`config.mk`:
```
export PLATFORM = sky130hd
export DESIGN_NAME = wildcard_glob_matcher
export DESIGN_NICKNAME = d
export VERILOG_FILES = /design/src/rtl/gwm_pkg.sv /design/src/rtl/gwm_front.sv /design/src/rtl/gwm_engine.sv /design/src/rtl/wildcard_glob_matcher.sv
export SDC_FILE = /design/constraint.sdc
export NUM_CORES = 2
export LEC_CHECK = 0
export BUFFER_PORTS_ARGS = -buffer_cell sky130_fd_sc_hd__buf_2
export CAP_MARGIN = 0
export CELL_PAD_IN_SITES_DETAIL_PLACEMENT = 0
export CELL_PAD_IN_SITES_GLOBAL_PLACEMENT = 1
export CORE_MARGIN = 4
export CORE_UTILIZATION = 55
export CTS_CLUSTER_SIZE = 24
export DETAILED_ROUTE_END_ITERATION = 10
export HOLD_SLACK_MARGIN = 0.08
export MAX_ROUTING_LAYER = met4
export PLACE_DENSITY_LB_ADDON = 0.05
export SETUP_SLACK_MARGIN = 0.2
export SKIP_CTS_REPAIR_TIMING = 1
export SYNTH_ARGS = -nofsm -noshare
export SYNTH_HDL_FRONTEND = slang
export SYNTH_SLANG_ARGS = --single-unit
```
`constraint.sdc`:
```
create_clock -name clock -period 5.9 [get_ports clock]
set_input_delay 0.885 -clock clock [delete_from_list [all_inputs] [get_ports clock]]
set_output_delay 0.885 -clock clock [all_outputs]
set_load 0.005 [all_outputs]
```
`src/rtl/gwm_pkg.sv`:
```
// gwm_pkg: shared types, character codes and helpers for the glob matcher
// no dependencies; imported by every module of the block
package gwm_pkg;

   typedef enum logic [1:0] {
      KIND_PAT  = 2'd0,
      KIND_NAME = 2'd1,
      KIND_END  = 2'd2,
      KIND_NONE = 2'd3
   } kind_type;

   typedef struct packed {
      kind_type    kind;
      logic [7:0]  value;
   } cmd_type;

   typedef enum logic [3:0] {
      ST_IDLE,
      ST_FETCH,
      ST_DECODE,
      ST_ESC,
      ST_CLS_NEG,
      ST_CLS_ITEM,
      ST_CLS_R1,
      ST_CLS_R2,
      ST_TAIL,
      ST_DONE
   } state_type;

   localparam logic [7:0] CH_NUL   = 8'h00;
   localparam logic [7:0] CH_STAR  = 8'h2A;
   localparam logic [7:0] CH_QUEST = 8'h3F;
   localparam logic [7:0] CH_LBRK  = 8'h5B;
   localparam logic [7:0] CH_BANG  = 8'h21;
   localparam logic [7:0] CH_CARET = 8'h5E;
   localparam logic [7:0] CH_DASH  = 8'h2D;
   localparam logic [7:0] CH_RBRK  = 8'h5D;
   localparam logic [7:0] CH_BSL   = 8'h5C;
   localparam logic [7:0] CH_UPA   = 8'h41;
   localparam logic [7:0] CH_UPZ   = 8'h5A;
   localparam logic [7:0] CASE_OFS = 8'h20;

   // fold ascii upper case to lower when enabled
   function automatic logic [7:0] fold(input logic [7:0] c, input logic en);
      if (en && c >= CH_UPA && c <= CH_UPZ) begin
         return c + CASE_OFS;
      end
      return c;
   endfunction

endpackage

```
`src/rtl/gwm_front.sv`:
```
// gwm_front: accepts input items, drops ones with no effect, queues commands
// depends on gwm_pkg; feeds gwm_engine through a two-entry queue
module gwm_front (
   input  logic             clock,
   input  logic             reset,
   input  logic             req_tvalid,
   output logic             req_tready,
   input  logic [7:0]       req_tdata,
   input  logic [1:0]       req_tuser,
   output logic             cmd_valid,
   input  logic             cmd_ready,
   output gwm_pkg::cmd_type cmd
);
   import gwm_pkg::*;

   cmd_type    slot_ff [2];
   cmd_type    slot_in [2];
   logic [1:0] count_ff, count_in;
   logic       keep;
   logic       push, pop;
   cmd_type    incoming;

   // classify: unknown kinds and zero bytes are dropped
   always_comb begin
      incoming.kind  = kind_type'(req_tuser);
      incoming.value = req_tdata;
      case (incoming.kind)
         KIND_PAT, KIND_NAME: keep = (req_tdata != CH_NUL);
         KIND_END:            keep = 1'b1;
         default:             keep = 1'b0;
      endcase
   end

   assign req_tready = (count_ff != 2'd2);
   assign push       = req_tvalid && req_tready && keep;
   assign cmd_valid  = (count_ff != 2'd0);
   assign pop        = cmd_valid && cmd_ready;
   assign cmd        = slot_ff[0];

   // two-entry shift queue
   always_comb begin
      slot_in  = slot_ff;
      count_in = count_ff;
      if (pop) begin
         slot_in[0] = slot_ff[1];
      end
      if (push) begin
         if (pop) begin
            slot_in[count_ff[1]] = incoming;
         end else begin
            slot_in[count_ff[0]] = incoming;
         end
      end
      count_in = count_ff + {1'b0, push} - {1'b0, pop};
   end

   always_ff @(posedge clock) begin
      slot_ff <= slot_in;
      if (reset) begin
         count_ff <= 2'd0;
      end else begin
         count_ff <= count_in;
      end
   end

endmodule

```
`src/rtl/gwm_engine.sv`:
```
// gwm_engine: pattern and name stores, match sequencer and result register
// depends on gwm_pkg; takes commands from gwm_front
module gwm_engine #(
   parameter int PATTERN_DEPTH = 64,
   parameter int NAME_DEPTH    = 256
) (
   input  logic             clock,
   input  logic             reset,
   input  logic             fold_case,
   input  logic             cmd_valid,
   output logic             cmd_ready,
   input  gwm_pkg::cmd_type cmd,
   output logic             rsp_tvalid,
   input  logic             rsp_tready,
   output logic [7:0]       rsp_tdata
);
   import gwm_pkg::*;

   localparam int PA = $clog2(PATTERN_DEPTH);
   localparam int PW = PA + 2;
   localparam int NA = $clog2(NAME_DEPTH);
   localparam int NW = NA + 1;

   logic [7:0] pat_mem  [PATTERN_DEPTH];
   logic [7:0] name_mem [NAME_DEPTH];

   state_type   state_ff, state_in;
   logic [PA:0] plen_ff, plen_in;
   logic [NW-1:0] nlen_ff, nlen_in;
   logic        ovf_ff, ovf_in;
   logic [PW-1:0] p_ff, p_in, star_ff, star_in, q_ff, q_in, first_ff, first_in;
   logic [NW-1:0] n_ff, n_in, retry_ff, retry_in;
   logic        have_ff, have_in, neg_ff, neg_in, hit_ff, hit_in;
   logic        res_ff, res_in;
   logic [7:0]  nc_ff, nc_in, lo_ff, lo_in;
   logic        rsp_valid_ff, rsp_valid_in;
   logic        rsp_match_ff, rsp_match_in, rsp_ovf_ff, rsp_ovf_in;

   logic [PW-1:0] pat_raddr;
   logic [7:0]    pat_rd_ff, name_rd_ff, pd, nc_now, fhi;
   logic          pat_inr_ff;
   logic          pat_we, name_we;

   // stores: one write and one registered read each
   always_ff @(posedge clock) begin
      if (pat_we) begin
         pat_mem[plen_ff[PA-1:0]] <= cmd.value;
      end
      if (name_we) begin
         name_mem[nlen_ff[NA-1:0]] <= cmd.value;
      end
      pat_rd_ff  <= pat_mem[pat_raddr[PA-1:0]];
      pat_inr_ff <= (pat_raddr < PW'(plen_ff));
      name_rd_ff <= name_mem[n_ff[NA-1:0]];
   end

   // pattern byte, zero past the end
   assign pd     = pat_inr_ff ? pat_rd_ff : CH_NUL;
   assign nc_now = fold(name_rd_ff, fold_case);
   assign fhi    = fold(pd, fold_case);

   assign rsp_tvalid = rsp_valid_ff;
   assign rsp_tdata  = {6'd0, rsp_ovf_ff, rsp_match_ff};

   // sequencer
   always_comb begin
      state_in     = state_ff;
      plen_in      = plen_ff;
      nlen_in      = nlen_ff;
      ovf_in       = ovf_ff;
      p_in         = p_ff;
      n_in         = n_ff;
      star_in      = star_ff;
      retry_in     = retry_ff;
      have_in      = have_ff;
      q_in         = q_ff;
      first_in     = first_ff;
      neg_in       = neg_ff;
      hit_in       = hit_ff;
      lo_in        = lo_ff;
      nc_in        = nc_ff;
      res_in       = res_ff;
      rsp_valid_in = rsp_valid_ff && !rsp_tready;
      rsp_match_in = rsp_match_ff;
      rsp_ovf_in   = rsp_ovf_ff;
      pat_raddr    = p_ff;
      pat_we       = 1'b0;
      name_we      = 1'b0;
      cmd_ready    = 1'b0;
      // a failed step backtracks to the last star or ends with no match
      begin : fail_path
         logic fail;
         fail = 1'b0;
         case (state_ff)
            ST_IDLE: begin
               cmd_ready = 1'b1;
               if (cmd_valid) begin
                  case (cmd.kind)
                     KIND_PAT: begin
                        if (plen_ff < (PA+1)'(PATTERN_DEPTH)) begin
                           pat_we  = 1'b1;
                           plen_in = plen_ff + 1'b1;
                        end else begin
                           ovf_in = 1'b1;
                        end
                     end
                     KIND_NAME: begin
                        if (nlen_ff < NW'(NAME_DEPTH)) begin
                           name_we = 1'b1;
                           nlen_in = nlen_ff + 1'b1;
                        end else begin
                           ovf_in = 1'b1;
                        end
                     end
                     KIND_END: begin
                        p_in    = '0;
                        n_in    = '0;
                        have_in = 1'b0;
                        res_in  = 1'b0;
                        state_in = ovf_ff ? ST_DONE : ST_FETCH;
                     end
                     default: ;
                  endcase
               end
            end
            ST_FETCH: begin
               pat_raddr = p_ff;
               state_in  = (n_ff < nlen_ff) ? ST_DECODE : ST_TAIL;
            end
            ST_DECODE: begin
               nc_in = nc_now;
               case (pd)
                  CH_BSL: begin
                     pat_raddr = p_ff + 1'b1;
                     state_in  = ST_ESC;
                  end
                  CH_QUEST: begin
                     p_in     = p_ff + 1'b1;
                     n_in     = n_ff + 1'b1;
                     state_in = ST_FETCH;
                  end
                  CH_STAR: begin
                     p_in     = p_ff + 1'b1;
                     star_in  = p_ff + 1'b1;
                     retry_in = n_ff;
                     have_in  = 1'b1;
                     state_in = ST_FETCH;
                  end
                  CH_LBRK: begin
                     pat_raddr = p_ff + 1'b1;
                     q_in      = p_ff + 1'b1;
                     hit_in    = 1'b0;
                     state_in  = ST_CLS_NEG;
                  end
                  default: begin
                     if (pd != CH_NUL && fhi == nc_now) begin
                        p_in     = p_ff + 1'b1;
                        n_in     = n_ff + 1'b1;
                        state_in = ST_FETCH;
                     end else begin
                        fail = 1'b1;
                     end
                  end
               endcase
            end
            ST_ESC: begin
               if (pd != CH_NUL) begin
                  if (fhi == nc_ff) begin
                     p_in     = p_ff + PW'(2);
                     n_in     = n_ff + 1'b1;
                     state_in = ST_FETCH;
                  end else begin
                     fail = 1'b1;
                  end
               end else if (nc_ff == CH_BSL) begin
                  // lone trailing backslash is a literal
                  p_in     = p_ff + 1'b1;
                  n_in     = n_ff + 1'b1;
                  state_in = ST_FETCH;
               end else begin
                  fail = 1'b1;
               end
            end
            ST_CLS_NEG: begin
               if (pd == CH_BANG || pd == CH_CARET) begin
                  neg_in    = 1'b1;
                  q_in      = q_ff + 1'b1;
                  first_in  = q_ff + 1'b1;
                  pat_raddr = q_ff + 1'b1;
               end else begin
                  neg_in    = 1'b0;
                  first_in  = q_ff;
                  pat_raddr = q_ff;
               end
               state_in = ST_CLS_ITEM;
            end
            ST_CLS_ITEM: begin
               if (pd == CH_NUL) begin
                  fail = 1'b1;
               end else if (pd == CH_RBRK && q_ff != first_ff) begin
                  if (hit_ff != neg_ff) begin
                     p_in     = q_ff + 1'b1;
                     n_in     = n_ff + 1'b1;
                     state_in = ST_FETCH;
                  end else begin
                     fail = 1'b1;
                  end
               end else begin
                  lo_in     = fhi;
                  pat_raddr = q_ff + 1'b1;
                  state_in  = ST_CLS_R1;
               end
            end
            ST_CLS_R1: begin
               if (pd == CH_DASH) begin
                  pat_raddr = q_ff + PW'(2);
                  state_in  = ST_CLS_R2;
               end else begin
                  if (lo_ff == nc_ff) begin
                     hit_in = 1'b1;
                  end
                  q_in      = q_ff + 1'b1;
                  pat_raddr = q_ff + 1'b1;
                  state_in  = ST_CLS_ITEM;
               end
            end
            ST_CLS_R2: begin
               if (pd != CH_NUL && pd != CH_RBRK) begin
                  if (nc_ff >= lo_ff && nc_ff <= fhi) begin
                     hit_in = 1'b1;
                  end
                  q_in      = q_ff + PW'(3);
                  pat_raddr = q_ff + PW'(3);
               end else begin
                  if (lo_ff == nc_ff) begin
                     hit_in = 1'b1;
                  end
                  q_in      = q_ff + 1'b1;
                  pat_raddr = q_ff + 1'b1;
               end
               state_in = ST_CLS_ITEM;
            end
            ST_TAIL: begin
               // trailing stars match empty
               if (pd == CH_STAR) begin
                  p_in      = p_ff + 1'b1;
                  pat_raddr = p_ff + 1'b1;
               end else begin
                  res_in   = (pd == CH_NUL);
                  state_in = ST_DONE;
               end
            end
            ST_DONE: begin
               if (!rsp_valid_ff || rsp_tready) begin
                  rsp_valid_in = 1'b1;
                  rsp_match_in = res_ff && !ovf_ff;
                  rsp_ovf_in   = ovf_ff;
                  plen_in      = '0;
                  nlen_in      = '0;
                  ovf_in       = 1'b0;
                  state_in     = ST_IDLE;
               end
            end
            default: state_in = ST_IDLE;
         endcase
         if (fail) begin
            if (have_ff) begin
               p_in     = star_ff;
               retry_in = retry_ff + 1'b1;
               n_in     = retry_ff + 1'b1;
               state_in = ST_FETCH;
            end else begin
               res_in   = 1'b0;
               state_in = ST_DONE;
            end
         end
      end
   end

   // working registers
   always_ff @(posedge clock) begin
      p_ff         <= p_in;
      n_ff         <= n_in;
      star_ff      <= star_in;
      retry_ff     <= retry_in;
      have_ff      <= have_in;
      q_ff         <= q_in;
      first_ff     <= first_in;
      neg_ff       <= neg_in;
      hit_ff       <= hit_in;
      lo_ff        <= lo_in;
      nc_ff        <= nc_in;
      res_ff       <= res_in;
      rsp_match_ff <= rsp_match_in;
      rsp_ovf_ff   <= rsp_ovf_in;
   end

   // control state
   always_ff @(posedge clock) begin
      if (reset) begin
         state_ff     <= ST_IDLE;
         plen_ff      <= '0;
         nlen_ff      <= '0;
         ovf_ff       <= 1'b0;
         rsp_valid_ff <= 1'b0;
      end else begin
         state_ff     <= state_in;
         plen_ff      <= plen_in;
         nlen_ff      <= nlen_in;
         ovf_ff       <= ovf_in;
         rsp_valid_ff <= rsp_valid_in;
      end
   end

endmodule

```
`src/rtl/wildcard_glob_matcher.sv`:
```
// wildcard_glob_matcher: glob match of a stored name against a stored pattern
// byte items load at one per cycle while the engine is idle and the queue has room;
// an end item runs the match sequencer, which fetches each pattern byte and then
// decodes it, with extra states for an escape and for a class; a failed step retries
// one name position after the last star; a held result stalls the input
// reset (synchronous) empties both stores, clears overflow and fold_case; uses gwm_pkg,
// gwm_front and gwm_engine
module wildcard_glob_matcher #(
   parameter int PATTERN_DEPTH = 64,
   parameter int NAME_DEPTH    = 256
) (
   input  logic       clock,
   input  logic       reset,
   input  logic       req_tvalid,
   output logic       req_tready,
   input  logic [7:0] req_tdata,   // [7:0] byte_value
   input  logic [1:0] req_tuser,   // [1:0] kind
   output logic       rsp_tvalid,
   input  logic       rsp_tready,
   output logic [7:0] rsp_tdata,   // [0] matched, [1] overflowed, [7:2] zero
   input  logic       csr_valid,
   output logic       csr_ready,
   input  logic       csr_data     // fold_case
);
   import gwm_pkg::*;

   logic    fold_ff;
   logic    cmd_valid, cmd_ready;
   cmd_type cmd;

   assign csr_ready = 1'b1;

   // case-fold register
   always_ff @(posedge clock) begin
      if (reset) begin
         fold_ff <= 1'b0;
      end else if (csr_valid) begin
         fold_ff <= csr_data;
      end
   end

   gwm_front u_front (
      .clock      (clock),
      .reset      (reset),
      .req_tvalid (req_tvalid),
      .req_tready (req_tready),
      .req_tdata  (req_tdata),
      .req_tuser  (req_tuser),
      .cmd_valid  (cmd_valid),
      .cmd_ready  (cmd_ready),
      .cmd        (cmd)
   );

   gwm_engine #(
      .PATTERN_DEPTH (PATTERN_DEPTH),
      .NAME_DEPTH    (NAME_DEPTH)
   ) u_engine (
      .clock      (clock),
      .reset      (reset),
      .fold_case  (fold_ff),
      .cmd_valid  (cmd_valid),
      .cmd_ready  (cmd_ready),
      .cmd        (cmd),
      .rsp_tvalid (rsp_tvalid),
      .rsp_tready (rsp_tready),
      .rsp_tdata  (rsp_tdata)
   );

endmodule

```
==> reports/metrics.yaml <==
sta:
  worstMarginPinSlew_ns: 1.36
  hold_viol_final: 0
  relSlewSlack_pct: 8.86
  holdWs_ns: 0.198
  period_share_pct: 90.9
  slew_violations: 0
  rsz0062_at_grt: "false"
  fin_crit_ns: 5.36
  setup_tns_ns: 0
  fin_skew_ns: 0.0516
  finalSetupViolations: 0
  clock.fmax_ghz: 0.186
worst_setup_path:
  crit_path_end_kind: "flop"
  critPathRequiredTime_ns: 6.56
  path_cells: "nand3b_1 -> nor3_1 -> o21ai_1 -> nand2_1 -> inv_1 -> a221o_1 -> nor2_2 -> inv_4 -> buf_12 -> mux2i_1 -> nor3_1 -> o41ai_1 -> nand4_1"
  ff2ff_setup_slack_ns: 0.54
  critPathLaunchType: "flop"
  r2r_cells: 13
  reg2reg_to: "u_engine.pat_rd_ff[5]"
  crit_buf_inv: 3
  arrival_ns: 6.02
  crit_type: "flop to flop"
  regToRegStartpoint: "u_engine.pat_inr_ff"
  critical-path-max-stage-delay_ns: 0.83
  cp_common_cell: "nor3_1"
  cp_top_family: "simple AND/OR/NAND/NOR gates"
  path_max_fanout: 42
  crit_slowest_cell: "o41ai_1"
floorplanning:
  fp-row-count: 163
  io_pins: 27
  die_h_um: 453
  core_um2: 197000
  initial_core_util_pct: 55.2
  dieArea_um2: 205000
  die_x_um: 453
layout:
  drive_gt1_share_pct: 16.8
  final_nets: 6211
  fin_util_pct: 61.5
  final_cell_mix: "edfxtp_1, mux2i_1, mux4_2, nor2_1, clkbuf_16"
  final_common_cell: "edfxtp_1"
  synthToLayoutAreaGrowth_pct: 11.4
clock_tree:
  cts_root_buf: "clkbuf_16"
  clock_latency_ns: 0.92
  cts_buffer_depth: 4
  ctsHtreeMaxLevel: 5
  clock-sinks: 2694
  cts_made_buffers: 294
  clk_transition_reported_paths_ns: 0.06
  cts_tree: "done"
drt:
  vias: 57800
  drt_first_pass_iters: 8
  drt_iter0_drc: 6153
  avgViaCountPerCell: 6.42
  wl_mm: 279
  antenna_left: 0
  drc: 0
  post_drt_wl_per_cell_um: 31.0
power_and_ir_drop:
  clockPowerShare_pct: 31.0
  p_comb_share_pct: 23.8
  swShare_pct: 30.8
  vdd_drop_max_v: 0.000413
  p_int_w: 0.0383
  power_density_nw_per_um2: 457
  sequentialPowerShare_pct: 45.2
  power_switching_w: 0.0171
  p_total_w: 0.0554
  leakagePower_nw: 37.0
min_path:
  hold_path.class: "input port to flop"
  min_delay_path_depth: 3
  hold_start: "req_tdata[2]"
  whs_endpoint: "u_front.cmd[2]"
global_routing:
  antenna_found_initial: 6
  grt_pass1_vias: 56900
  gr-usage-all-layers_pct: 28.1
  overflow: 0
  grt_pass1_wl_mm: 407
  grt_max_degree: 185
synth:
  synth_top_flop_cell: "edfxtp_1"
  synth-seq-area-share_pct: 73.6
  syn_area_per_cell_um2: 18.0
  synth_cells: 6060
  yosysWarnings: 0
  syn_area_um2: 109000
  synth_cell_types: 95
  ys_seq_elements: 2694
  async_reset_ff_share_pct: 0
  synth_edf_count: 2615
place:
  dp_hpwl_mm: 169
  portBuffers: 19
  gp_congestion: 0.899
flow_run:
  drv_cap: 0
outcome:
  outcome: "complete, no violations"
-- cell usage after synthesis, drive strengths merged, types with 24 or more instances --
cell    count  area share (%)
dfxtp      79             1.5
nor4       24            0.21
clkbuf    245            0.85
xnor2      49            0.39
edfxtp   2615              72
o22ai     115            0.66
o21ai     110            0.51
ha         46            0.53
o221ai    215             1.7
mux2i     473             4.4
nor3       61            0.29
a22oi      44            0.32
mux4      453             9.4
a21oi     188            0.88
nand3      95            0.44
nor2      447             1.6
nand2     231            0.80
buf       125            0.55
inv        70            0.24
a211oi     53            0.37
-- kinds of logic (layout without fill, tap and decap cells) --
group | count (synthesis) | in the layout | synth area share (%)
other | 2 | 10 | 0.00690
xor gates and xnor gates | 67 | 67 | 0.539
buffers and inverters | 445 | 737 | 1.66
adders and majority gates | 46 | 46 | 0.529
DFF | 2694 | 2694 | 73.6
muxes | 927 | 927 | 13.7
AOI/OAI and AO/OA | 883 | 883 | 5.76
and+or+nand+nor | 996 | 996 | 4.16
-- routing by layer --
layer | vias up | GRT usage (%) | wire length [um]
li1 | 24900 | - | -
met1 | 30200 | 40.3 | 119000
met2 | 2215 | 43.5 | 135000
met3 | 384 | 3.97 | 18600
met4 | 0 | 6.78 | 6630
met5 | - | - | 0
-- worst min-delay path, cell delays in order --
cell,delay (ns)
buf_2,0.10
nand2_1,0.04
o21ai_0,0.05
-- area by class of cell --
| cell class | count | area (um2) |
|---|---|---|
| tap | 2640 | 3300 |
| clock buffer | 372 | 7890 |
| fill | 14200 | 75800 |
| timing repair buffer | 158 | 1630 |
| inverter | 75 | 288 |
| antenna | 3 | 7.51 |
| multi-input combinational | 2926 | 27000 |
| clock inverter | 132 | 950 |
| sequential | 2694 | 80200 |
-- how the worst max path moves through the flow --
| stage | cells after the start | end | start |
|---|---|---|---|
| 2_1_floorplan | 0 | u_engine.name_mem[0][0] | u_front.cmd[0] |
| 3_3_place_gp | 13 | u_engine.pat_rd_ff[5] | u_engine.pat_inr_ff |
| 3_5_place_dp | 13 | u_engine.pat_rd_ff[2] | u_engine.pat_inr_ff |
| 4_1_cts | 13 | u_engine.pat_rd_ff[2] | u_engine.pat_inr_ff |
| 5_1_grt | 13 | u_engine.pat_rd_ff[5] | u_engine.pat_inr_ff |
| 6_report | 13 | u_engine.pat_rd_ff[5] | u_engine.pat_inr_ff |
-- flip-flops by register name, indices dropped and copies added, names as in the netlist, 7 cells and up, named ones only --
register and count:
u_engine.p_ff 8, u_engine.nc_ff 8, u_engine.name_rd_ff 8, u_engine.pat_mem 512, u_engine.nlen_ff 9, u_engine.first_ff 8
u_engine.q_ff 8, u_engine.pat_rd_ff 8, u_engine.lo_ff 8, u_engine.name_mem 2048, u_engine.star_ff 8, u_front.cmd 10
u_engine.n_ff 9, u_engine.plen_ff 7, u_engine.retry_ff 9
-- through the flow --
stage                     setup slack [ns]  cells  cell area, um2
after floorplan                      0.705   6065          109000
after global placement               0.885   8493          112000
after detailed placement             0.728   8493          112000
after CTS                            0.695   8997          121000
after global routing                 0.244   9000          121000
final                                0.536   9000          121000
-- power groups by stage --
stage	Combinational (W)	Clock [W]	Sequential, W
2_1_floorplan	0.00685	0	0.0266
3_3_place_gp	0.0131	0	0.0254
3_5_place_dp	0.0133	0	0.0254
4_1_cts	0.0133	0.0174	0.0250
5_1_grt	0.0139	0.0183	0.0251
6_report	0.0132	0.0172	0.0250
(Power assumes the default switching activity.)
